--- config.mk ---
export PLATFORM = sky130hd
export DESIGN_NAME = a85_fifo
export DESIGN_NICKNAME = d
export VERILOG_FILES = /design/src/rtl/core/a85_pkg.sv /design/src/rtl/core/a85_fifo.sv
export SDC_FILE = /design/constraint.sdc
export NUM_CORES = 1
export LEC_CHECK = 0
export ABC_AREA = 1
export BUFFER_PORTS_ARGS = -buffer_cell sky130_fd_sc_hd__buf_2
export CAP_MARGIN = 20
export CORE_MARGIN = 2
export CORE_UTILIZATION = 55
export CTS_CLUSTER_SIZE = 24
export DETAILED_ROUTE_END_ITERATION = 8
export GPL_TIMING_DRIVEN = 1
export PLACE_DENSITY_LB_ADDON = 0.1
export SLEW_MARGIN = 20
export SYNTH_ARGS = -nofsm -noshare
export SYNTH_HDL_FRONTEND = slang
export SYNTH_SLANG_ARGS = --single-unit
--- constraint.sdc ---
create_clock -name clk_i -period 2.5 [get_ports clk_i]
set_input_delay 0.25 -clock clk_i [delete_from_list [all_inputs] [get_ports clk_i]]
set_output_delay 0.25 -clock clk_i [all_outputs]
set_load 0.02 [all_outputs]
--- src/rtl/core/a85_pkg.sv ---
// a85_pkg: shared types and constants of the ascii85 codec
// payload structs, front-to-back job format, character codes
// no dependencies
`default_nettype none

package a85_pkg;

  typedef struct packed {
    logic [7:0] in_byte;
    logic       end_of_stream;
  } in_t;

  typedef struct packed {
    logic [7:0] out_byte;
    logic       last_of_run;
    logic       stream_end;
    logic       error;
  } out_t;

  typedef enum logic [2:0] {
    OP_NONE  = 3'd0,
    OP_ZMARK = 3'd1,
    OP_CHARS = 3'd2,
    OP_BYTES = 3'd3,
    OP_PAD   = 3'd4,
    OP_ERR   = 3'd5
  } op_e;

  // one classified item for the back end
  typedef struct packed {
    logic        lead_err;
    op_e         op;
    logic [31:0] value;
    logic [2:0]  count;
    logic        err;
    logic        eos;
  } job_t;

  // results of one job, ready to stream out
  typedef struct packed {
    logic [4:0][7:0] data;
    logic [4:0]      err;
    logic [2:0]      n;
    logic            eos;
  } burst_t;

  localparam logic [7:0]  DIGIT_BASE  = 8'd33;
  localparam logic [7:0]  LAST_DIGIT  = 8'd117;
  localparam logic [7:0]  ZERO_MARK   = 8'd122;
  localparam logic [31:0] RECIP_85    = 32'd3233857729;
  localparam int unsigned RECIP_SHIFT = 38;

  // 85^(5-k) for a partial decode group of k digits
  function automatic logic [19:0] pad_scale(input logic [2:0] k);
    logic [19:0] s;
    case (k)
      3'd2:    s = 20'd614125;
      3'd3:    s = 20'd7225;
      default: s = 20'd85;
    endcase
    return s;
  endfunction

endpackage

`default_nettype wire

--- src/rtl/core/a85_fifo.sv ---
// a85_fifo: short job queue between front and back
// depends on a85_pkg
`default_nettype none

module a85_fifo #(
  parameter int unsigned Depth = 4
) (
  input  logic            clk_i,
  input  logic            rst_ni,
  input  logic            push_i,
  input  a85_pkg::job_t   data_i,
  output logic            full_o,
  input  logic            pop_i,
  output a85_pkg::job_t   data_o,
  output logic            empty_o
);

  localparam int unsigned PtrW = (Depth > 1) ? $clog2(Depth) : 1;
  localparam int unsigned CntW = $clog2(Depth + 1);

  a85_pkg::job_t       mem_q [Depth];
  logic [PtrW-1:0]     wr_ptr_q, wr_ptr_d;
  logic [PtrW-1:0]     rd_ptr_q, rd_ptr_d;
  logic [CntW-1:0]     cnt_q, cnt_d;

  assign full_o  = (cnt_q == CntW'(Depth));
  assign empty_o = (cnt_q == '0);
  assign data_o  = mem_q[rd_ptr_q];

  always_comb begin
    wr_ptr_d = wr_ptr_q;
    rd_ptr_d = rd_ptr_q;
    cnt_d    = cnt_q;
    if (push_i) begin
      wr_ptr_d = (wr_ptr_q == PtrW'(Depth - 1)) ? '0 : wr_ptr_q + 1'b1;
    end
    if (pop_i) begin
      rd_ptr_d = (rd_ptr_q == PtrW'(Depth - 1)) ? '0 : rd_ptr_q + 1'b1;
    end
    if (push_i && !pop_i) begin
      cnt_d = cnt_q + 1'b1;
    end else if (pop_i && !push_i) begin
      cnt_d = cnt_q - 1'b1;
    end
  end

  always_ff @(posedge clk_i or negedge rst_ni) begin
    if (!rst_ni) begin
      wr_ptr_q <= '0;
      rd_ptr_q <= '0;
      cnt_q    <= '0;
    end else begin
      wr_ptr_q <= wr_ptr_d;
      rd_ptr_q <= rd_ptr_d;
      cnt_q    <= cnt_d;
    end
  end

  always_ff @(posedge clk_i) begin
    if (push_i) begin
      mem_q[wr_ptr_q] <= data_i;
    end
  end

  // back end only takes a job that is there
  assert property (@(posedge clk_i) disable iff (!rst_ni) pop_i |-> !empty_o)
    else $error("job queue underflow");

endmodule

`default_nettype wire

---- Word level (Yosys, flattened, before mapping) ----
Memories as Yosys holds them, arrays and structs flattened.
Cells that the tools add are included.
operators by class
  mux-type cells .......................... 6
  reduce and logical (&&, ||, !) cells .... 6
  add/subtract/negate cells ............... 4
  equal/unequal tests ..................... 3
operators by type and width
  kind                                                                number
  3-bit two-way mux                                                   2
  2-bit by 1-bit adder with 2-bit output, second input constant       2
  2-bit equality test, second input constant                          2
  2-bit two-way mux                                                   2
  3-bit by 1-bit adder with 3-bit output, second input constant       1
  3-bit equality test, second input constant                          1
  3-bit logical NOT                                                   1
  3-bit by 1-bit subtractor with 3-bit output, second input constant  1
  1-bit logical AND                                                   2
  1-bit logical NOT                                                   2
  1-bit two-way mux                                                   2
  2-bit nonzero test                                                  1
storage, ports and cells
  memories ................................ 1
  output and inout bits ................... 43
  bits in registers ....................... 7
  bits of input ports ..................... 45
  bits in writable memories ............... 164
memory list
  memory  depth  width  read ports  clocked after memory_dff  wr ports  line            source
  mem_q   4      41     1           0                         1         a85_fifo.sv:21  a85_pkg::job_t mem_q [Depth];

---- Longest topological paths before layout ----
Gate-level depths: netlist (run 1).
  word-level depth ........................ 4
  gate-level depth with buffers ........... 9
  depth with buffers taken out ............ 9

---- Least setup slack after synthesis (run 1) ----
OpenSTA, ideal clock, no wires.
  path kind ............................... register -> register
  start ................................... register wr_ptr_q[0]
  end ..................................... memory mem_q[0][0] in the netlist's numbering (enable)
  cell stages (with the launch flop) ...... 5
  slack ................................... 0.639 ns
  buffers on the path ..................... 0
  arrival time ............................ 1.466 ns
  setup time .............................. 0.395 ns
  period minus slack after synthesis ...... 1.861 ns
  path through ............................ dfrtp_1 > inv_1 > ha_1 > nand2_1 > inv_1
RTL lines
  item                    line            source
  start, declared         a85_fifo.sv:22  logic [PtrW-1:0] wr_ptr_q, wr_ptr_d;
  start signal, assigned  a85_fifo.sv:53  wr_ptr_q <= wr_ptr_d;
  end, declared           a85_fifo.sv:21
No word-level cell before the write port.

==> metrics.cfg, run 1 <==
[power_and_ir_drop]
ir_drop_uv = 602
power_density_nw_per_um2 = 1180
leakage_uw = 0.00339

[synth]
yosysWarnings = 0
synth_top_area_share = 0.705
synth_top_area_cell = edfxtp_1
synth-seq-area-share = 0.730
synth_cell_types = 17
syn-instance-count = 531
synth_area_um2 = 6980
synth.net_count = 583
synth_seq_cells = 171
synth.area.top_cells = edfxtp_1, o211ai_1, nand2_1
syn_avg_cell_area_um2 = 13.2

[place]
portBuffers = 87
gp_congestion = 0.740
hpwl_um = 7620
detailed_place.area_um2 = 7540

[timing]
final.min_clock_period_ns = 2.22
setup_total_negative_slack_ns = 0
hold_viol = 0
setup_viol = 0
period_share = 0.890
skew_ns = 0.00260
rsz0062_at_grt = no
clock.fmax_mhz = 450
tightest_slew_ns = 0.556
relSlewSlack = 0.629
whs_ns = 0.0438
maxSlewViolCount = 0

[global_routing]
grt_pass1_vias = 3836
grt_pass1_wl_um = 19100
antenna_found_initial = 1
globalRouteOverflowTotal = 0
grt_max_degree = 53
gr-usage-all-layers = 0.190

[cts]
root_buffer = clkbuf_16
cts_sinks = 171
hold_buffers = 1
clkTransAtPathRegs_ns = 0.06
ctsResizeCount = 0
htree_levels = 4
cts_made_buffers = 17
clockBufferDepth = 2
clock_latency_ns = 0.41
cts_setup_buffers = 0
cts_tree = done

[critical_path]
path_common_cell = nand2_1
cp.arrival_ns = 1.97
cp_slowest_stage_delay_ns = 0.42
worstPathCellList = inv_4, buf_4, nand2_1, o211ai_1, nand2_1, buf_2
crit_buf_inv = 3
start_kind = flop
crit_path_end_kind = primary output
cp_max_fo = 42
slowest_stage = dfrtp_1
worstPathRequired_ns = 2.25
cp_top_family = buffers and inverters
crit_type = flop to primary output

[finish]
multi_input_area_um2 = 1290
design_area_um2 = 8190
drive_above_1_share = 0.211
fin_nets = 674
fillers = 934
regArea_um2 = 5100
syn2layout_area_growth_pct = 17.2

[routing]
vias_per_cell = 5.09
firstDrtPassIters = 5
drc = 0
vias = 4114
wirelength_um = 12200
initialDrtViolationCount = 209
avgRoutedWirePerCell_um = 15.1
ant_nets = 0

[floorplanning]
dieArea_um2 = 13600
start_util = 0.558
die_h_um = 117
core_area_um2 = 12500
die_x_um = 117
ios = 88
rows = 41

[worst_hold_path]
hold_path.class = input port to flop

[flow_run]
max_cap_viol_count = 0

[outcome]
status = complete, no violations

[where the power goes]
part / switching, uW / internal [uW] / leakage, uW
sequential: 144 / 3680 / 0.00159
combinational: 2130 / 981 / 0.00149
clock: 996 / 1770 / 0.000308
[routing by layer]
metal	vias to the layer above	part of all wire	global-route usage
li1	2030	-	-
met1	1979	0.44	0.240
met2	93	0.50	0.321
met3	12	0.047	0.0524
met4	0	0.011	0.0651
met5	-	0	0
[state kept, by name, indices dropped and copies added, names as in the netlist]
signal    flops
wr_ptr_q      2
cnt_q         3
rd_ptr_q      2
mem_q       164
[worst paths after layout]
path / cells past startpoint / endpoint / startpoint / slack, ns
worst max-delay path: 6 / data_o[30] / rd_ptr_q[0] / 0.28
worst min-delay path: 1 / mem_q[2][16] / data_i[16] / 0.04
worst max register to register: 5 / mem_q[2][5] / wr_ptr_q[0] / 0.79
worst min register to register: 2 / cnt_q[2] / cnt_q[2] / 0.53
max in group asynchronous: 2 / rd_ptr_q[1] / rst_ni / 2.12
min in group asynchronous: 2 / cnt_q[0] / rst_ni / 0.20
[cell type report]
type,instances,share of cell area
inverter,95,0.0439
clock inverter,12,0.0238
sequential,171,0.623
antenna,1,0.000306
tap,172,0.0263
multi-input combinational,238,0.157
timing repair buffer,99,0.0721
clock buffer,20,0.0533
[per-stage QoR]
stage          power [uW]  setup WS, ns   util  instances
5_1_grt             10200        0.0737  0.654        807
3_5_place_dp         7040         0.688  0.603        774
2_1_floorplan        6160         0.639      -        531
6_report             9700         0.276  0.654        808
4_1_cts              9810         0.234  0.654        807
3_3_place_gp         6970         0.763  0.603        774
[logic make-up after synthesis]
logic type               after synthesis  share of synthesized area
adder cells (fa/ha/maj)                7                     0.0136
AND/OR/NAND/NOR                      144                     0.0783
XOR/XNOR                               1                    0.00125
AO/OA/AOI/OAI                         86                     0.0910
buffers and inverters                122                     0.0856
flip-flops                           171                      0.730
[Yosys cell counts (all sizes together)]
cell and number:
edfxtp 164, nand2 139, inv 95, o211ai 82, buf 27, dfrtp 7, ha 6, o21ai 4
nor3 2, fa 1, nand3 1, nand4 1, nor2 1, xnor2 1
[cell usage in the layout, fill, tap and decap left out, types with 2 or more instances in the layout]
cell type  instances
nand2_1          139
buf_2             87
o211ai_1          82
buf_12             5
clkbuf_1           3
inv_1             89
bufinv_16          5
buf_4              6
ha_1               6
nor3_1             2
edfxtp_1         164
o21ai_0            3
dfrtp_1            6
inv_2              5
clkinv_2           4
clkbuf_16         17
Power figures use the tool's default switching activity.
==> run 2: changes to the inputs <==
--- a/config.mk
+++ b/config.mk
@@ -8,7 +8,6 @@
 export ABC_AREA = 1
 export BUFFER_PORTS_ARGS = -buffer_cell sky130_fd_sc_hd__buf_2
 export CAP_MARGIN = 20
-export CORE_MARGIN = 2
 export CORE_UTILIZATION = 55
 export CTS_CLUSTER_SIZE = 24
 export DETAILED_ROUTE_END_ITERATION = 8
==> metrics.cfg, run 2 (same netlist as run 1, synthesis figures left out) <==
[outcome]
status = complete, no violations

[power_and_ir_drop]
ir_drop_uv = 558
power_density_nw_per_um2 = 1150
clockPowerShare = 0.249
pwr-share-seq = 0.417
power.net_switching_uw = 3230
leakage_uw = 0.00333
netSwitchingFraction = 0.348
power_frac_comb = 0.333
intPower_uw = 6060

[timing]
skew_ns = 0.00556
period_share = 0.859
setup_viol = 0
final.min_clock_period_ns = 2.15
clock.fmax_mhz = 466
setup_total_negative_slack_ns = 0
whs_ns = 0.0413
relSlewSlack = 0.685
tightest_slew_ns = 0.472
rsz0062_at_grt = no
maxSlewViolCount = 0
hold_viol = 0

[finish]
fin_nets = 674
layout.cells.most_common = edfxtp_1
largest_register_ffs = 164
final_util = 0.662
drive_above_1_share = 0.198
design_area_um2 = 8090
num_antenna_cells = 0
most-common-layout-cells = edfxtp_1, nand2_1, inv_1
fillers = 928
reg_top3 = mem_q x164, cnt_q x3
regMostFlops = mem_q
syn2layout_area_growth_pct = 15.8

[critical_path]
r2r_slack_ns = 0.88
worstPathRequired_ns = 2.25
crit_type = flop to primary output
crit_path_end_kind = primary output
start_kind = flop
cp.arrival_ns = 1.90
cp_max_fo = 22
r2r_start = wr_ptr_q[1]
r2r_end = mem_q[1][16]
r2r_cells = 5

[place]
detailed_place.area_um2 = 7560
hpwl_um = 7360
gp_congestion = 0.711
portBuffers = 87

[floorplanning]
die_h_um = 115
dieArea_um2 = 13200
core_area_um2 = 12200
rows = 40
ios = 88
start_util = 0.572
die_x_um = 115

[routing]
drc = 0
vias = 4060
vias_per_cell = 5.06
initialDrtViolationCount = 246
firstDrtPassIters = 5
ant_nets = 0
wirelength_um = 12200
avgRoutedWirePerCell_um = 15.2

[worst_hold_path]
hold_path.class = input port to flop
hold_start = data_i[19]
hold_end = mem_q[0][19]
hold_depth = 1

[global_routing]
globalRouteOverflowTotal = 0
grt_pass1_wl_um = 19500
antenna_found_initial = 0
grt_pass1_vias = 3904
gr-usage-all-layers = 0.204
grt_max_degree = 49

[cts]
cts_tree = done
cts_sinks = 171
htree_levels = 4
cts_setup_buffers = 0
clockBufferDepth = 2
root_buffer = clkbuf_16
cts_made_buffers = 17
clock_latency_ns = 0.42
clkTransAtPathRegs_ns = 0.06

[flow_run]
max_cap_viol_count = 0

-- run 2: cell type report --
class,count,area (um2),share of cell area
clock inverter,4,47.5,0.00588
sequential,171,5100,0.631
clock buffer,28,467,0.0577
tap,168,210,0.0260
multi-input combinational,238,1290,0.159
inverter,95,359,0.0444
timing repair buffer,99,616,0.0761
-- run 2: critical path, stage by stage (launching register included) --
cell and delay (ns):
dfrtp_2 0.67, buf_4 0.38, o211ai_1 0.15, nand2_1 0.11, buf_2 0.17
-- run 2: layer usage --
layer | wire length (um) | global-route usage
met5 | 0 | 0
met4 | 223 | 0.0900
met3 | 492 | 0.0551
met2 | 6220 | 0.345
met1 | 5270 | 0.247
-- run 2: worst max-delay path by stage --
stage | from | end | slack, ns | cells past startpoint
floorplan | wr_ptr_q[0] | mem_q[0][0] | 0.64 | 4
global placement | rd_ptr_q[1] | data_o[9] | 0.79 | 4
detailed placement | rd_ptr_q[1] | data_o[9] | 0.79 | 4
CTS | rd_ptr_q[1] | data_o[9] | 0.31 | 4
global route | rd_ptr_q[0] | data_o[15] | 0.19 | 6
finish | rd_ptr_q[1] | data_o[9] | 0.35 | 4
-- run 2: timing repair --
item	4_1_cts	5_1_grt
hold endpoints to repair	7	0
hold buffers	1	0
gates resized for setup	0	0
endpoints found under the setup margin	0	0
-- run 2: per-stage QoR --
stage	setup WS, ns	cells	power (uW)
floorplan	0.639	531	6160
global placement	0.791	770	7010
detailed placement	0.787	770	7070
CTS	0.311	803	9390
global route	0.186	803	9820
finish	0.353	803	9290
-- run 2: power by group through the flow --
stage                     combinational (uW)  clock (uW)  sequential [uW]
after detailed placement                3130           0             3940
after floorplan                         2310           0             3860
after global routing                    3430        2470             3920
after global placement                  3090           0             3920
after CTS                               3150        2360             3880
final                                   3100        2320             3880
