**src/rtl/core/a85_pkg.sv**
```systemverilog
// a85_pkg: shared types and constants of the ascii85 codec
// payload structs, front-to-back job format, character codes
// no dependencies
`default_nettype none

package a85_pkg;

  typedef struct packed {
    logic [7:0] in_byte;
    logic       end_of_stream;
  } in_t;

  typedef struct packed {
    logic [7:0] out_byte;
    logic       last_of_run;
    logic       stream_end;
    logic       error;
  } out_t;

  typedef enum logic [2:0] {
    OP_NONE  = 3'd0,
    OP_ZMARK = 3'd1,
    OP_CHARS = 3'd2,
    OP_BYTES = 3'd3,
    OP_PAD   = 3'd4,
    OP_ERR   = 3'd5
  } op_e;

  // one classified item for the back end
  typedef struct packed {
    logic        lead_err;
    op_e         op;
    logic [31:0] value;
    logic [2:0]  count;
    logic        err;
    logic        eos;
  } job_t;

  // results of one job, ready to stream out
  typedef struct packed {
    logic [4:0][7:0] data;
    logic [4:0]      err;
    logic [2:0]      n;
    logic            eos;
  } burst_t;

  localparam logic [7:0]  DIGIT_BASE  = 8'd33;
  localparam logic [7:0]  LAST_DIGIT  = 8'd117;
  localparam logic [7:0]  ZERO_MARK   = 8'd122;
  localparam logic [31:0] RECIP_85    = 32'd3233857729;
  localparam int unsigned RECIP_SHIFT = 38;

  // 85^(5-k) for a partial decode group of k digits
  function automatic logic [19:0] pad_scale(input logic [2:0] k);
    logic [19:0] s;
    case (k)
      3'd2:    s = 20'd614125;
      3'd3:    s = 20'd7225;
      default: s = 20'd85;
    endcase
    return s;
  endfunction

endpackage

`default_nettype wire

```
**src/rtl/core/a85_front.sv**
```systemverilog
// a85_front: accepts items, keeps the group state, classifies into jobs
// depends on a85_pkg
`default_nettype none

module a85_front (
  input  logic            clk_i,
  input  logic            rst_ni,
  input  logic            cfg_we_i,
  input  logic            cfg_wdata_i,
  input  logic            item_valid_i,
  input  a85_pkg::in_t    item_i,
  output logic            job_valid_o,
  output a85_pkg::job_t   job_o
);

  logic        dir_q, dir_d;
  logic [31:0] gv_q, gv_d;
  logic [2:0]  gc_q, gc_d;
  logic        ovf_q, ovf_d;

  logic [31:0] enc_val;
  logic [2:0]  enc_cnt;
  logic [7:0]  chr;
  logic        eos;
  logic        dig_ok;
  logic        is_zmark;
  logic [6:0]  digit;
  logic [38:0] acc;
  logic        acc_ovf;
  logic [31:0] dv;
  logic [2:0]  dc;
  logic        dovf;
  a85_pkg::job_t job;

  always_comb begin
    enc_val  = {gv_q[23:0], item_i.in_byte};
    enc_cnt  = gc_q + 3'd1;
    chr      = item_i.in_byte;
    eos      = item_i.end_of_stream;
    dig_ok   = (chr >= a85_pkg::DIGIT_BASE) && (chr <= a85_pkg::LAST_DIGIT);
    is_zmark = (chr == a85_pkg::ZERO_MARK) && (gc_q == 3'd0);
    digit    = 7'(chr - a85_pkg::DIGIT_BASE);
    acc      = 39'(gv_q) * 39'd85 + 39'(digit);
    acc_ovf  = |acc[38:32];
  end

  always_comb begin
    dir_d = dir_q;
    gv_d  = gv_q;
    gc_d  = gc_q;
    ovf_d = ovf_q;
    dv    = gv_q;
    dc    = gc_q;
    dovf  = ovf_q;
    job   = '0;
    job.eos = eos;
    job_valid_o = 1'b0;
    if (item_valid_i) begin
      if (!dir_q) begin
        if (enc_cnt == 3'd4) begin
          job_valid_o = 1'b1;
          job.op    = (enc_val == 32'd0) ? a85_pkg::OP_ZMARK : a85_pkg::OP_CHARS;
          job.value = enc_val;
          job.count = 3'd5;
          gv_d  = '0;
          gc_d  = '0;
          ovf_d = 1'b0;
        end else if (eos) begin
          job_valid_o = 1'b1;
          job.op    = a85_pkg::OP_CHARS;
          job.count = enc_cnt + 3'd1;
          case (enc_cnt)
            3'd1:    job.value = {enc_val[7:0], 24'd0};
            3'd2:    job.value = {enc_val[15:0], 16'd0};
            3'd3:    job.value = {enc_val[23:0], 8'd0};
            default: job.value = enc_val;
          endcase
          gv_d  = '0;
          gc_d  = '0;
          ovf_d = 1'b0;
        end else begin
          gv_d = enc_val;
          gc_d = enc_cnt;
        end
      end else begin
        if (is_zmark) begin
          job.op    = a85_pkg::OP_BYTES;
          job.value = '0;
          job.count = 3'd4;
        end else if (!dig_ok) begin
          job.lead_err = 1'b1;
        end else begin
          dv   = acc[31:0];
          dc   = gc_q + 3'd1;
          dovf = ovf_q | acc_ovf;
          if (dc == 3'd5) begin
            job.op    = a85_pkg::OP_BYTES;
            job.value = dv;
            job.count = 3'd4;
            job.err   = dovf;
            dv   = '0;
            dc   = '0;
            dovf = 1'b0;
          end
        end
        if (eos && (dc != 3'd0)) begin
          if (dc == 3'd1) begin
            job.op = a85_pkg::OP_ERR;
          end else begin
            job.op    = a85_pkg::OP_PAD;
            job.value = dv;
            job.count = dc;
            job.err   = dovf;
          end
        end
        if (eos) begin
          gv_d  = '0;
          gc_d  = '0;
          ovf_d = 1'b0;
        end else begin
          gv_d  = dv;
          gc_d  = dc;
          ovf_d = dovf;
        end
        job_valid_o = job.lead_err || (job.op != a85_pkg::OP_NONE);
      end
    end
    if (cfg_we_i) begin
      dir_d = cfg_wdata_i;
      gv_d  = '0;
      gc_d  = '0;
      ovf_d = 1'b0;
    end
  end

  assign job_o = job;

  always_ff @(posedge clk_i or negedge rst_ni) begin
    if (!rst_ni) begin
      dir_q <= 1'b0;
      gv_q  <= '0;
      gc_q  <= '0;
      ovf_q <= 1'b0;
    end else begin
      dir_q <= dir_d;
      gv_q  <= gv_d;
      gc_q  <= gc_d;
      ovf_q <= ovf_d;
    end
  end

  // group fill stays below a full group
  assert property (@(posedge clk_i) disable iff (!rst_ni)
    (gc_q <= 3'd3) || (dir_q && (gc_q == 3'd4)))
    else $error("group count out of range");

endmodule

`default_nettype wire

```
**config.mk**
```make
export PLATFORM = sky130hd
export DESIGN_NAME = a85_front
export DESIGN_NICKNAME = d
export VERILOG_FILES = /design/src/rtl/core/a85_pkg.sv /design/src/rtl/core/a85_front.sv
export SDC_FILE = /design/constraint.sdc
export NUM_CORES = 1
export LEC_CHECK = 0
export BUFFER_PORTS_ARGS = -buffer_cell sky130_fd_sc_hd__buf_4
export CORE_UTILIZATION = 25
export CTS_CLUSTER_DIAMETER = 60
export CTS_CLUSTER_SIZE = 28
export DETAILED_ROUTE_END_ITERATION = 7
export GPL_TIMING_DRIVEN = 0
export SKIP_LAST_GASP = 1
export SLEW_MARGIN = 20
export SYNTH_ARGS = -nofsm -noshare
export SYNTH_HDL_FRONTEND = slang
export SYNTH_SLANG_ARGS = --single-unit
```
**constraint.sdc**
```tcl
create_clock -name clk_i -period 16.25 [get_ports clk_i]
set_input_delay 2.4375 -clock clk_i [delete_from_list [all_inputs] [get_ports clk_i]]
set_output_delay 2.4375 -clock clk_i [all_outputs]
set_load 0.01 [all_outputs]
```
* After elaboration in Yosys (flattened, before gate mapping)
Index checks and enable logic that the tools add are counted.
Operators by class: mux-type cells 54, eq/ne operators 7, bitwise logic cells 1, add/sub/neg operators 4, order comparisons 2, multipliers 1, reductions and logical operators 12
Operator list (count):
- 32-bit two-way mux | 9
- 39-bit two-way mux | 4
- 38-bit two-way mux | 3
- 32-bit case mux with 3 select lines | 1
- 37-bit two-way mux | 2
- 40-bit two-way mux | 1
- 39-bit by 7-bit adder with 39-bit output | 1
- 32-bit by 7-bit multiplier with 39-bit output, second input constant | 1
- 36-bit two-way mux | 1
- 3-bit two-way mux | 11
- 32-bit logical NOT | 1
- 1-bit two-way mux | 21
- 8-bit by 7-bit == test with 1-bit output, second input constant | 1
- 8-bit by 6-bit >= comparator with 1-bit output, second input constant | 1
- 8-bit by 7-bit less-or-equal comparator with 1-bit output, second input constant | 1
- 7-bit OR reduction | 1
- 7-bit by 6-bit subtractor with 7-bit output, second input constant | 1
- 3-bit by 1-bit adder with 3-bit output, second input constant | 2
- 3-bit by 1-bit == test with 1-bit output, second input constant | 2
- 3-bit by 2-bit == test with 1-bit output, second input constant | 2
- 3-bit == test, second input constant | 2
- 3-bit nonzero test | 2
- 4-bit nonzero test | 1
- 1-bit logical AND | 3
- 6 further kinds | 6
Word-level totals: output and inout bits 42, register bits 37, input port bits 14

* Logic depth before layout (Yosys ltp)
Gate-level depths: netlist of run 1.
word-level depth 16, gate-level depth with buffers 21, depth with buffers taken out 20

* Worst setup path after synthesis of run 1
OpenSTA, ideal clock, no wires.
path type in2out, start input item_i[1] (netlist bit), end output job_o[1] (netlist bit), path slack 6.724 ns, arrival 7.088 ns, path buffers 1, cell stages on the path 21, path through inv_1 > ha_1 > or4b_4 > nand2_1 > xor2_1 > ha_1 > fa_1 > inv_1 > fa_1 > inv_1 > ha_1 > buf_2 > a21o_1 > a311oi_1 > o311a_1 > o21a_1 > o32ai_1 > o31a_1 > o221ai_1 > nor3_1 > nor3_1
RTL lines:
- start, declared | RTL line a85_front.sv:11 | input a85_pkg::in_t item_i,
- end, declared | RTL line a85_front.sv:13 | output a85_pkg::job_t job_o

==> results_dict.tcl, run 1 <==
set metrics [dict create \
    outcome "finished clean" \
    layout_commonest_cell "nand2_1" \
    synth_cell_types 71 \
    fmax_mhz 90.3 \
    cp_slowest_cell "a211oi_1" \
    clockRootBuffer "clkbuf_16" \
    core-area_um2 33800 \
    power_switching_share 0.522 \
    slowest_delay_ns 0.68 \
    cts_made_buffers 5 \
    startpoint_type "input port" \
    place.gp.congestion 0.960 \
    hold_buffers 0 \
    cts_resized 0 \
    ys_ff_latch 37 \
    grt_setup_unrepaired "false" \
    io_pins 56 \
    dr_wl_met3_mm 2.36 \
    syn_area_um2 8670 \
    cp-startpoint "item_i[1]" \
    relSlewSlack 0.226 \
    wl_met1_mm 14.7 \
    syn_inst 1141 \
    dr.max_layer_used "met4" \
    syn-num-nets 1343 \
    ys_seq_area_frac 0.107 \
    clockBufferDepth 2 \
    irDropWorstVdd_v 0.0000337 \
    clk_latency_ns 0.30 \
    syn-mean-instance-area_um2 7.59 \
    drcViolationCount 0 \
    fill_cells 3643 \
    worstPathCellList "buf_4 -> inv_1 -> ha_1 -> or4b_4 -> nand2_1 -> xor2_1 -> ha_1 -> fa_1 -> inv_1 -> fa_1 -> inv_1 -> ha_1 -> buf_2 -> nand2_1 -> a2111oi_2 -> nor2_1 -> a211oi_1 -> o21ai_0 -> xnor2_1 -> a211o_1 -> nor3_1 -> nor3_1 -> buf_4" \
    grt_overflow 0 \
    syn_to_final_growth_pct 12.7 \
    worstMarginPinSlew_ns 1.15 \
    h-tree-depth 2 \
    wire_per_inst_um 19.6 \
    die_y_um 188 \
    synth_edf_count 0 \
    cp_max_fo 8 \
    path_buf_inv 6 \
    stdcell_area_um2 9770 \
    hpwl_mm 25.3 \
    min_period_ns 11.07 \
    totalWireLength_mm 32.3 \
    cts_setup_buffers 0 \
    seqPwrFrac 0.162 \
    cp_top_family "adder cells" \
    drive_above_1_share 0.0793 \
    setup_tns_ns 0 \
    clkTransAtPathRegs_ns 0.06 \
    postSynth.asyncResetShare 1.00 \
    worst-endpoint-required_ns 13.81 \
    cts_tree "done" \
    endpoint_kind "primary output" \
    p_leak_nw 4.46 \
    grt_max_degree 38 \
    rows 67 \
    hp-class "register to register" \
    hold_viol 0 \
    final_nets 1399 \
    grt_use_total 0.184 \
    avgViaCountPerCell 5.44 \
    fin_util 0.289 \
    first_pass_iters 6 \
    finalMaxSlewViolations 0 \
    synth_ff_type "dfrtp_1" \
    crit_type "input port to primary output" \
    clock-sinks 37 \
    skew_ns 0.00453 \
    dpl_cell_area_um2 9590 \
    yosysWarnings 0 \
    drtIter0Drc 888 \
    cap_violations 0 \
    dp.cells 1638 \
    route.vias.total 8949 \
    initial_utilization 0.257 \
    grt_pass1_vias 8614 \
    p_clk_frac 0.172 \
    layoutNonFillerInstCount 1646 \
    die-area_um2 35400 \
    dr_wl_met2_mm 14.3 \
    most-common-layout-cells "nand2_1 (173), inv_1 (127), ha_1 (127)" \
    intPower_mw 0.344 \
    power_density_nw_per_um2 73.7 \
    setup_violations 0 \
    antenna_found_initial 1 \
    r2r_start "gv_q[15]" \
    die_x_um 188 \
    io_buffers 49 \
    power_switching_mw 0.376 \
    antenna_left 0 \
    p_comb_frac 0.666 \
    min_from "gc_q[0]" \
    finalCritPeriodShare 0.681 \
    antenna_cells 0 \
    grt_pass1_wl_mm 50.6 \
    crit_arrival_ns 8.63 \
]
==> worst register-to-register path: cells and delay by family (launching register included) <==
| kind | cells | cell delay, ns |
|---|---|---|
| adders and majority gates | 5 | 1.80 |
| and+or+nand+nor | 4 | 1.62 |
| AOI/OAI and AO/OA | 4 | 1.38 |
| DFF | 1 | 0.73 |
| buffers and inverters | 3 | 0.38 |
| xor gates and xnor gates | 1 | 0.17 |
==> routing by layer <==
metal	GRT usage	vias up
met4	0.0650	0
li1	-	4144
met2	0.283	417
met5	0	-
met3	0.0233	62
met1	0.263	4326
==> area by class of cell <==
cell class              instances  area, um2  share of cell area
multi-input cells             888       6880               0.704
well taps                     448        561              0.0574
clock inverters                 2       37.5             0.00384
clock buffers                   6        139              0.0142
repair buffers                 49        368              0.0376
flip-flops and latches         37        926              0.0948
inverters                     129        484              0.0496
plain buffers                  87        379              0.0388
==> cell families after synthesis <==
logic type	share of synthesized area
adder cells (fa/ha/maj)	0.324
multiplexers	0.00881
flip-flops	0.107
XOR/XNOR	0.0344
AO/OA/AOI/OAI	0.257
AND/OR/NAND/NOR	0.169
buffers and inverters	0.0996
==> synthesized netlist by cell type (15+ instances only) <==
| library cell | count | area (um2) |
|---|---|---|
| nand2_1 | 173 | 649 |
| ha_1 | 127 | 1590 |
| inv_1 | 127 | 477 |
| o21ai_0 | 68 | 340 |
| clkbuf_1 | 66 | 248 |
| a21oi_1 | 61 | 305 |
| fa_1 | 61 | 1220 |
| nor2_1 | 59 | 221 |
| dfrtp_1 | 37 | 926 |
| a31oi_1 | 33 | 206 |
| o211ai_1 | 23 | 173 |
| nand3_1 | 21 | 105 |
| a22oi_1 | 19 | 143 |
| nor3_1 | 19 | 95.1 |
| a211oi_1 | 18 | 135 |
| xnor2_1 | 17 | 149 |
| xor2_1 | 17 | 149 |
| a21o_1 | 15 | 113 |
| nand4_1 | 15 | 93.8 |
==> stage by stage <==
stage                     power, mW  hold WS [ns]  worst slack, ns
after detailed placement      0.589         0.668             5.27
after global placement        0.583         0.634             5.29
after floorplan               0.443         0.540             6.72
final                         0.720         0.681             5.18
after CTS                     0.715         0.677             5.25
after global routing          0.783         0.738             4.95
==> path summary, 6_finish.rpt <==
path	cells after the start	endpoint	slack, ns
min in group asynchronous	1	gv_q[12]	2.13
setup reg to reg	17	ovf_q	9.98
hold reg to reg	2	gc_q[0]	0.68
setup / recovery	23	job_o[1]	5.18
hold / removal	2	gc_q[0]	0.68
max in group asynchronous	1	gv_q[17]	13.72
==> sequential cells by signal (all words and copies together) (netlist names) <==
signal / count
dir_q: 1
gc_q: 3
gv_q: 32
ovf_q: 1
==> power groups by stage <==
stage	clock network, mW	logic [mW]	registers [mW]
3_3_place_gp	0	0.465	0.119
3_5_place_dp	0	0.471	0.119
2_1_floorplan	0	0.333	0.110
5_1_grt	0.130	0.534	0.118
4_1_cts	0.125	0.474	0.117
6_report	0.124	0.479	0.117
Note: power is estimated with default switching activity, not from simulation.
==> run 2: changes to the inputs <==
--- a/config.mk
+++ b/config.mk
@@ -5,6 +5,7 @@
 export SDC_FILE = /design/constraint.sdc
 export NUM_CORES = 1
 export LEC_CHECK = 0
+export ABC_AREA = 1
 export BUFFER_PORTS_ARGS = -buffer_cell sky130_fd_sc_hd__buf_4
 export CORE_UTILIZATION = 25
 export CTS_CLUSTER_DIAMETER = 60
==> constraint.sdc (replaced) <==
create_clock -name clk_i -period 9.2 [get_ports clk_i]
set_input_delay 1.38 -clock clk_i [delete_from_list [all_inputs] [get_ports clk_i]]
set_output_delay 1.38 -clock clk_i [all_outputs]
set_load 0.01 [all_outputs]
==> run 2 against run 1 <==
Final cell count rose by 11%; worst setup slack got worse by 3.8 ns; clock power rose by 46%; highest routed layer unchanged; critical path depth rose by 6; count of clock-buffer cells in the layout fell by 1; clock skew fell by 0.0011 ns; hold slack got worse by 0.11 ns; via count rose by 4.7%; non-clock buffer count fell by 43; die area rose by 2.3%.
==> results_dict.tcl, run 2 <==
set metrics [dict create \
    syn_inst 1304 \
    largest_register "gv_q" \
    finalWorstSetupSlack_ns 1.36 \
    hp-class "register to register" \
    die_x_um 190 \
    cts_tree "done" \
    antenna_found_initial 0 \
    dr_wl_met2_mm 15.3 \
    cts_resized 0 \
    die_y_um 190 \
    grt_pass1_vias 9230 \
    hold_buffers 0 \
    hold_viol 0 \
    h-tree-depth 2 \
    grt_pass1_wl_mm 53.0 \
    wl_met1_mm 15.1 \
    multi_input_area_um2 6850 \
    synth.most_common_cell "nand2_1" \
    slowest_delay_ns 0.53 \
    ys_top_cells_by_count "nand2_1 (289), inv_1 (228), ha_1 (127), o21ai_0 (85), nor2_1 (81)" \
    power_density_nw_per_um2 68.4 \
    power_mw 0.683 \
    antenna_cells 0 \
    drive_above_1_share 0.0820 \
    worstMarginPinSlew_ns 0.896 \
    die-area_um2 36200 \
    endpoint_kind "primary output" \
    holdWs_ns 0.576 \
    largest_reg_flops 32 \
    cts_made_buffers 5 \
    core-area_um2 34700 \
    antenna_left 0 \
    fmax_mhz 128 \
    grt_use_total 0.192 \
    outcome "finished clean" \
    synth_ff_type "dfrtp_1" \
    syn_area_um2 8870 \
    syn_to_final_growth_pct 12.6 \
    clockBufferDepth 2 \
    grt_max_degree 38 \
    wire_per_inst_um 18.8 \
    p_leak_nw 5.37 \
    synthTopCellsByArea "ha_1 (18%), fa_1 (14%), nand2_1 (12%), dfrtp_1 (10%), inv_1 (9.7%)" \
    reg_top3 "gv_q (32), gc_q (3)" \
    synth_top_area_share 0.179 \
    postSynth.asyncResetShare 1.00 \
    avgViaCountPerCell 5.15 \
    drcViolationCount 0 \
    route.vias.total 9373 \
    yosysWarnings 0 \
    fill_cells 3853 \
    cp_max_fo 7 \
    syn-mean-instance-area_um2 6.80 \
    place.gp.congestion 0.976 \
    dr_wl_met3_mm 2.45 \
    totalWireLength_mm 34.2 \
    cap_violations 0 \
    cts_setup_buffers 0 \
    layout_commonest_cell "nand2_1" \
    initial_utilization 0.255 \
    clockRootBuffer "clkbuf_16" \
    regArea_um2 926 \
    io_buffers 54 \
    drtIter0Drc 767 \
    setup_violations 0 \
    synth_area_leader_cell "ha_1" \
    syn-num-nets 1506 \
    final_nets 1567 \
    cpMostUsedCell "nand2_1" \
    synth_edf_count 0 \
    dr.max_layer_used "met4" \
    first_pass_iters 5 \
    irDropWorstVdd_v 0.0000598 \
    cp_slowest_cell "fa_1" \
    worst-endpoint-required_ns 7.82 \
    startpoint_type "input port" \
    setup_tns_ns 0 \
    skew_ns 0.00343 \
    clock-sinks 37 \
    grt_setup_unrepaired "false" \
    crit_arrival_ns 6.46 \
    grt_overflow 0 \
    clk_latency_ns 0.29 \
    ys_seq_area_frac 0.104 \
    most-common-layout-cells "nand2_1 (289), inv_1 (228), ha_1 (127)" \
    io_pins 56 \
    hpwl_mm 28.0 \
    relSlewSlack 0.403 \
    synth_cell_types 49 \
    finalCritPeriodShare 0.852 \
    clkTransAtPathRegs_ns 0.06 \
    min_period_ns 7.84 \
    crit_type "input port to primary output" \
    dp_slack_ns 1.44 \
    ys_ff_latch 37 \
    rows 68 \
    finalMaxSlewViolations 0 \
]
run 2: cell types whose count changed in the layout (fill, tap and decap cells not counted), sizes merged, moves of 27 or more:
| cell | previous run | this run |
|---|---|---|
| clkbuf | 72 | 27 |
| inv | 129 | 238 |
| nand2 | 174 | 290 |
| nor2 | 59 | 87 |
| o21ai | 69 | 96 |
| o22ai | 1 | 51 |
run 2: critical path, delay by kind of cell:
kind            cells  cell delay (ns)
fa+ha+maj           5             1.87
compound gates      4             0.66
simple gates       11             1.20
xor+xnor            2             0.58
buf+inv             7             0.76
run 2: path summary, 6_finish.rpt:
check	from	end	slack, ns	cells after the start
worst min register to register	ovf_q	ovf_q	0.58	2
worst max-delay path	item_i[2]	job_o[29]	1.36	29
worst min-delay path	ovf_q	ovf_q	0.58	2
max in group asynchronous	rst_ni	dir_q	7.69	1
min in group asynchronous	rst_ni	gv_q[4]	1.08	1
worst max register to register	gv_q[1]	ovf_q	4.52	22
run 2: per-stage QoR:
step | instances | util | area (um2)
after global routing | 1821 | 0.288 | 9980
after detailed placement | 1813 | 0.284 | 9840
final | 1821 | 0.288 | 9980
after floorplan | 1304 | - | 8870
after CTS | 1821 | 0.288 | 9980
after global placement | 1813 | 0.284 | 9840
run 2: power breakdown:
| group | switching (mW) | leakage [nW] | internal (mW) |
|---|---|---|---|
| logic | 0.220 | 4.79 | 0.107 |
| registers | 0.00928 | 0.512 | 0.166 |
| clock network | 0.0813 | 0.0696 | 0.0998 |
| total | 0.310 | 5.37 | 0.373 |
run 2: logic make-up after synthesis:
group,after synthesis,synth area share
AO/OA/AOI/OAI,300,0.203
XOR/XNOR,30,0.0296
adder cells (fa/ha/maj),188,0.317
buffers and inverters,280,0.123
flip-flops,37,0.104
AND/OR/NAND/NOR,469,0.223
run 2: routing by layer:
layer,vias up,track usage
met4,0,0.0809
met2,398,0.306
met5,-,0
met3,76,0.0278
met1,4470,0.257
li1,4429,-
run 2: layout make-up:
type                    count  share of cell area
repair buffers             54              0.0406
flip-flops and latches     37              0.0927
well taps                 455              0.0570
plain buffers              39              0.0187
clock buffers               5              0.0125
clock inverters             3             0.00175
inverters                 241              0.0909
multi-input cells         987               0.686
==> run 3: changes to the inputs <==
--- a/config.mk
+++ b/config.mk
@@ -7,11 +7,13 @@
 export LEC_CHECK = 0
 export ABC_AREA = 1
 export BUFFER_PORTS_ARGS = -buffer_cell sky130_fd_sc_hd__buf_4
+export CORE_MARGIN = 2
 export CORE_UTILIZATION = 25
 export CTS_CLUSTER_DIAMETER = 60
 export CTS_CLUSTER_SIZE = 28
 export DETAILED_ROUTE_END_ITERATION = 7
 export GPL_TIMING_DRIVEN = 0
+export PLACE_DENSITY = 0.5
 export SKIP_LAST_GASP = 1
 export SLEW_MARGIN = 20
 export SYNTH_ARGS = -nofsm -noshare
==> run 3 against run 2 <==
Core utilization increased by 0.097 points; register-to-register slack got worse by 0.04 ns; critical path type unchanged; via count fell by 0.21%; cell area is 0.34% higher; first-iteration DRC count grew 12%; count of clock-buffer cells in the layout increased by 1; non-clock buffer count unchanged; critical endpoint unchanged; hold slack improved by 0.032 ns.
==> results_dict.tcl, run 3 (synthesized netlist as in run 2, its figures left out) <==
set metrics [dict create \
    irDropWorstVdd_v 0.0000571 \
    place.gp.congestion 0.959 \
    power_density_nw_per_um2 72.2 \
    r2r_start "gv_q[3]" \
    cp_top_family "adder cells" \
    die_x_um 192 \
    io_pins 56 \
    hp-class "register to register" \
    syn_to_final_growth_pct 13.0 \
    setup_violations 0 \
    grt_busiest_layer "met2" \
    io_buffers 54 \
    endpoint "job_o[29]" \
    core-area_um2 34700 \
    h-tree-depth 2 \
    hold_buffers 0 \
    finalCritPeriodShare 0.855 \
    worstMarginPinSlew_ns 0.825 \
    grt_use_met2 0.322 \
    reg2regPathDepth 22 \
    cp_max_fo 7 \
    seqPwrFrac 0.242 \
    die-area_um2 37000 \
    grt_overflow 0 \
    crit_type "input port to primary output" \
    cts_resized 0 \
    grt_use_total 0.197 \
    min_period_ns 7.86 \
    final_nets 1567 \
    p_clk_frac 0.304 \
    antenna_found_initial 0 \
    cap_violations 0 \
    hpwl_mm 29.2 \
    wire_per_inst_um 19.6 \
    clock-sinks 37 \
    multi_input_area_um2 6850 \
    finalMaxSlewViolations 0 \
    cp-startpoint "item_i[2]" \
    grt_max_degree 38 \
    initial_utilization 0.255 \
    layout_commonest_cell "nand2_1" \
    intPower_mw 0.409 \
    met3_usage 0.0191 \
    use_met1 0.265 \
    cpMostUsedCell "nand2_1" \
    grt_pass1_wl_mm 54.9 \
    p_comb_frac 0.454 \
    drive_above_1_share 0.0820 \
    cp.depth 29 \
    power_mw 0.724 \
    power_switching_mw 0.315 \
    largest_reg_flops 32 \
    drtIter0Drc 862 \
    setup_tns_ns 0 \
    r2r-end "gv_q[30]" \
    die_y_um 192 \
    avgViaCountPerCell 5.14 \
    antenna_cells 0 \
    startpoint_type "input port" \
    first_pass_iters 5 \
    fmax_mhz 127 \
    most-common-layout-cells "nand2_1 (289), inv_1 (228), ha_1 (127)" \
    power_switching_share 0.435 \
    clk_latency_ns 0.30 \
    endpoint_kind "primary output" \
    grt_pass1_vias 9270 \
    cts_tree "done" \
    relSlewSlack 0.446 \
    route.vias.total 9353 \
    clockRootBuffer "clkbuf_16" \
    drcViolationCount 0 \
    fill_cells 3855 \
    skew_ns 0.00832 \
    ff2ff_setup_slack_ns 4.48 \
    reg_top3 "gv_q (32), gc_q (3)" \
    totalWireLength_mm 35.6 \
    rows 68 \
    path_buf_inv 7 \
    p_leak_nw 5.39 \
    clockBufferDepth 2 \
    cp_slowest_cell "fa_1" \
    slowest_delay_ns 0.53 \
    clkTransAtPathRegs_ns 0.07 \
    regArea_um2 926 \
    antenna_left 0 \
    largest_register "gv_q" \
    hold_viol 0 \
    cts_made_buffers 5 \
    worst-endpoint-required_ns 7.82 \
    cts_setup_buffers 0 \
    outcome "finished clean" \
    crit_arrival_ns 6.48 \
    grt_setup_unrepaired "false" \
]
-- run 3: cell count changes in the layout (fill, tap and decap cells not counted), sizes merged --
cell,change
bufinv,+1
clkinv,-2
clkbuf,+1
-- run 3: area by class of cell --
class | count | share of cell area
Tap cell | 455 | 0.0568
Clock inverter | 2 | 0.00375
Buffer | 39 | 0.0186
Inverter | 241 | 0.0905
Sequential cell | 37 | 0.0924
Timing Repair Buffer | 54 | 0.0405
Clock buffer | 6 | 0.0139
Multi-Input combinational cell | 987 | 0.684
-- run 3: metal layers --
metal,share of wire,vias to the layer above
met4,0.042,0
li1,-,4417
met3,0.054,87
met2,0.46,353
met1,0.45,4496
met5,0,-
-- run 3: power groups by stage --
stage | logic (mW) | registers, mW | clock network, mW
finish | 0.329 | 0.175 | 0.220
floorplan | 0.201 | 0.174 | 0
global route | 0.359 | 0.176 | 0.224
global placement | 0.323 | 0.178 | 0
detailed placement | 0.322 | 0.178 | 0
CTS | 0.325 | 0.175 | 0.220
-- run 3: worst min-delay path by stage --
stage                 end   from  slack (ns)  cells after the start
finish              ovf_q  ovf_q        0.61                      2
global route        ovf_q  ovf_q        0.64                      2
CTS                 ovf_q  ovf_q        0.60                      2
detailed placement  ovf_q  ovf_q        0.58                      2
global placement    ovf_q  ovf_q        0.57                      2
floorplan           ovf_q  ovf_q        0.52                      2
-- run 3: tightest hold or removal path: cells and delay by family (launching register included) --
| kind | cells | cell delay (ns) |
|---|---|---|
| flops | 1 | 0.42 |
| simple gates | 2 | 0.16 |
-- run 3: stage by stage --
step	setup WS [ns]	cells	cell area (um2)	hold WS, ns	utilization
4_1_cts	1.36	1821	10000	0.599	0.289
6_report	1.34	1821	10000	0.607	0.289
2_1_floorplan	2.65	1304	8870	0.517	-
5_1_grt	0.899	1821	10000	0.643	0.289
3_5_place_dp	1.38	1813	9840	0.582	0.284
3_3_place_gp	1.36	1813	9840	0.566	0.284
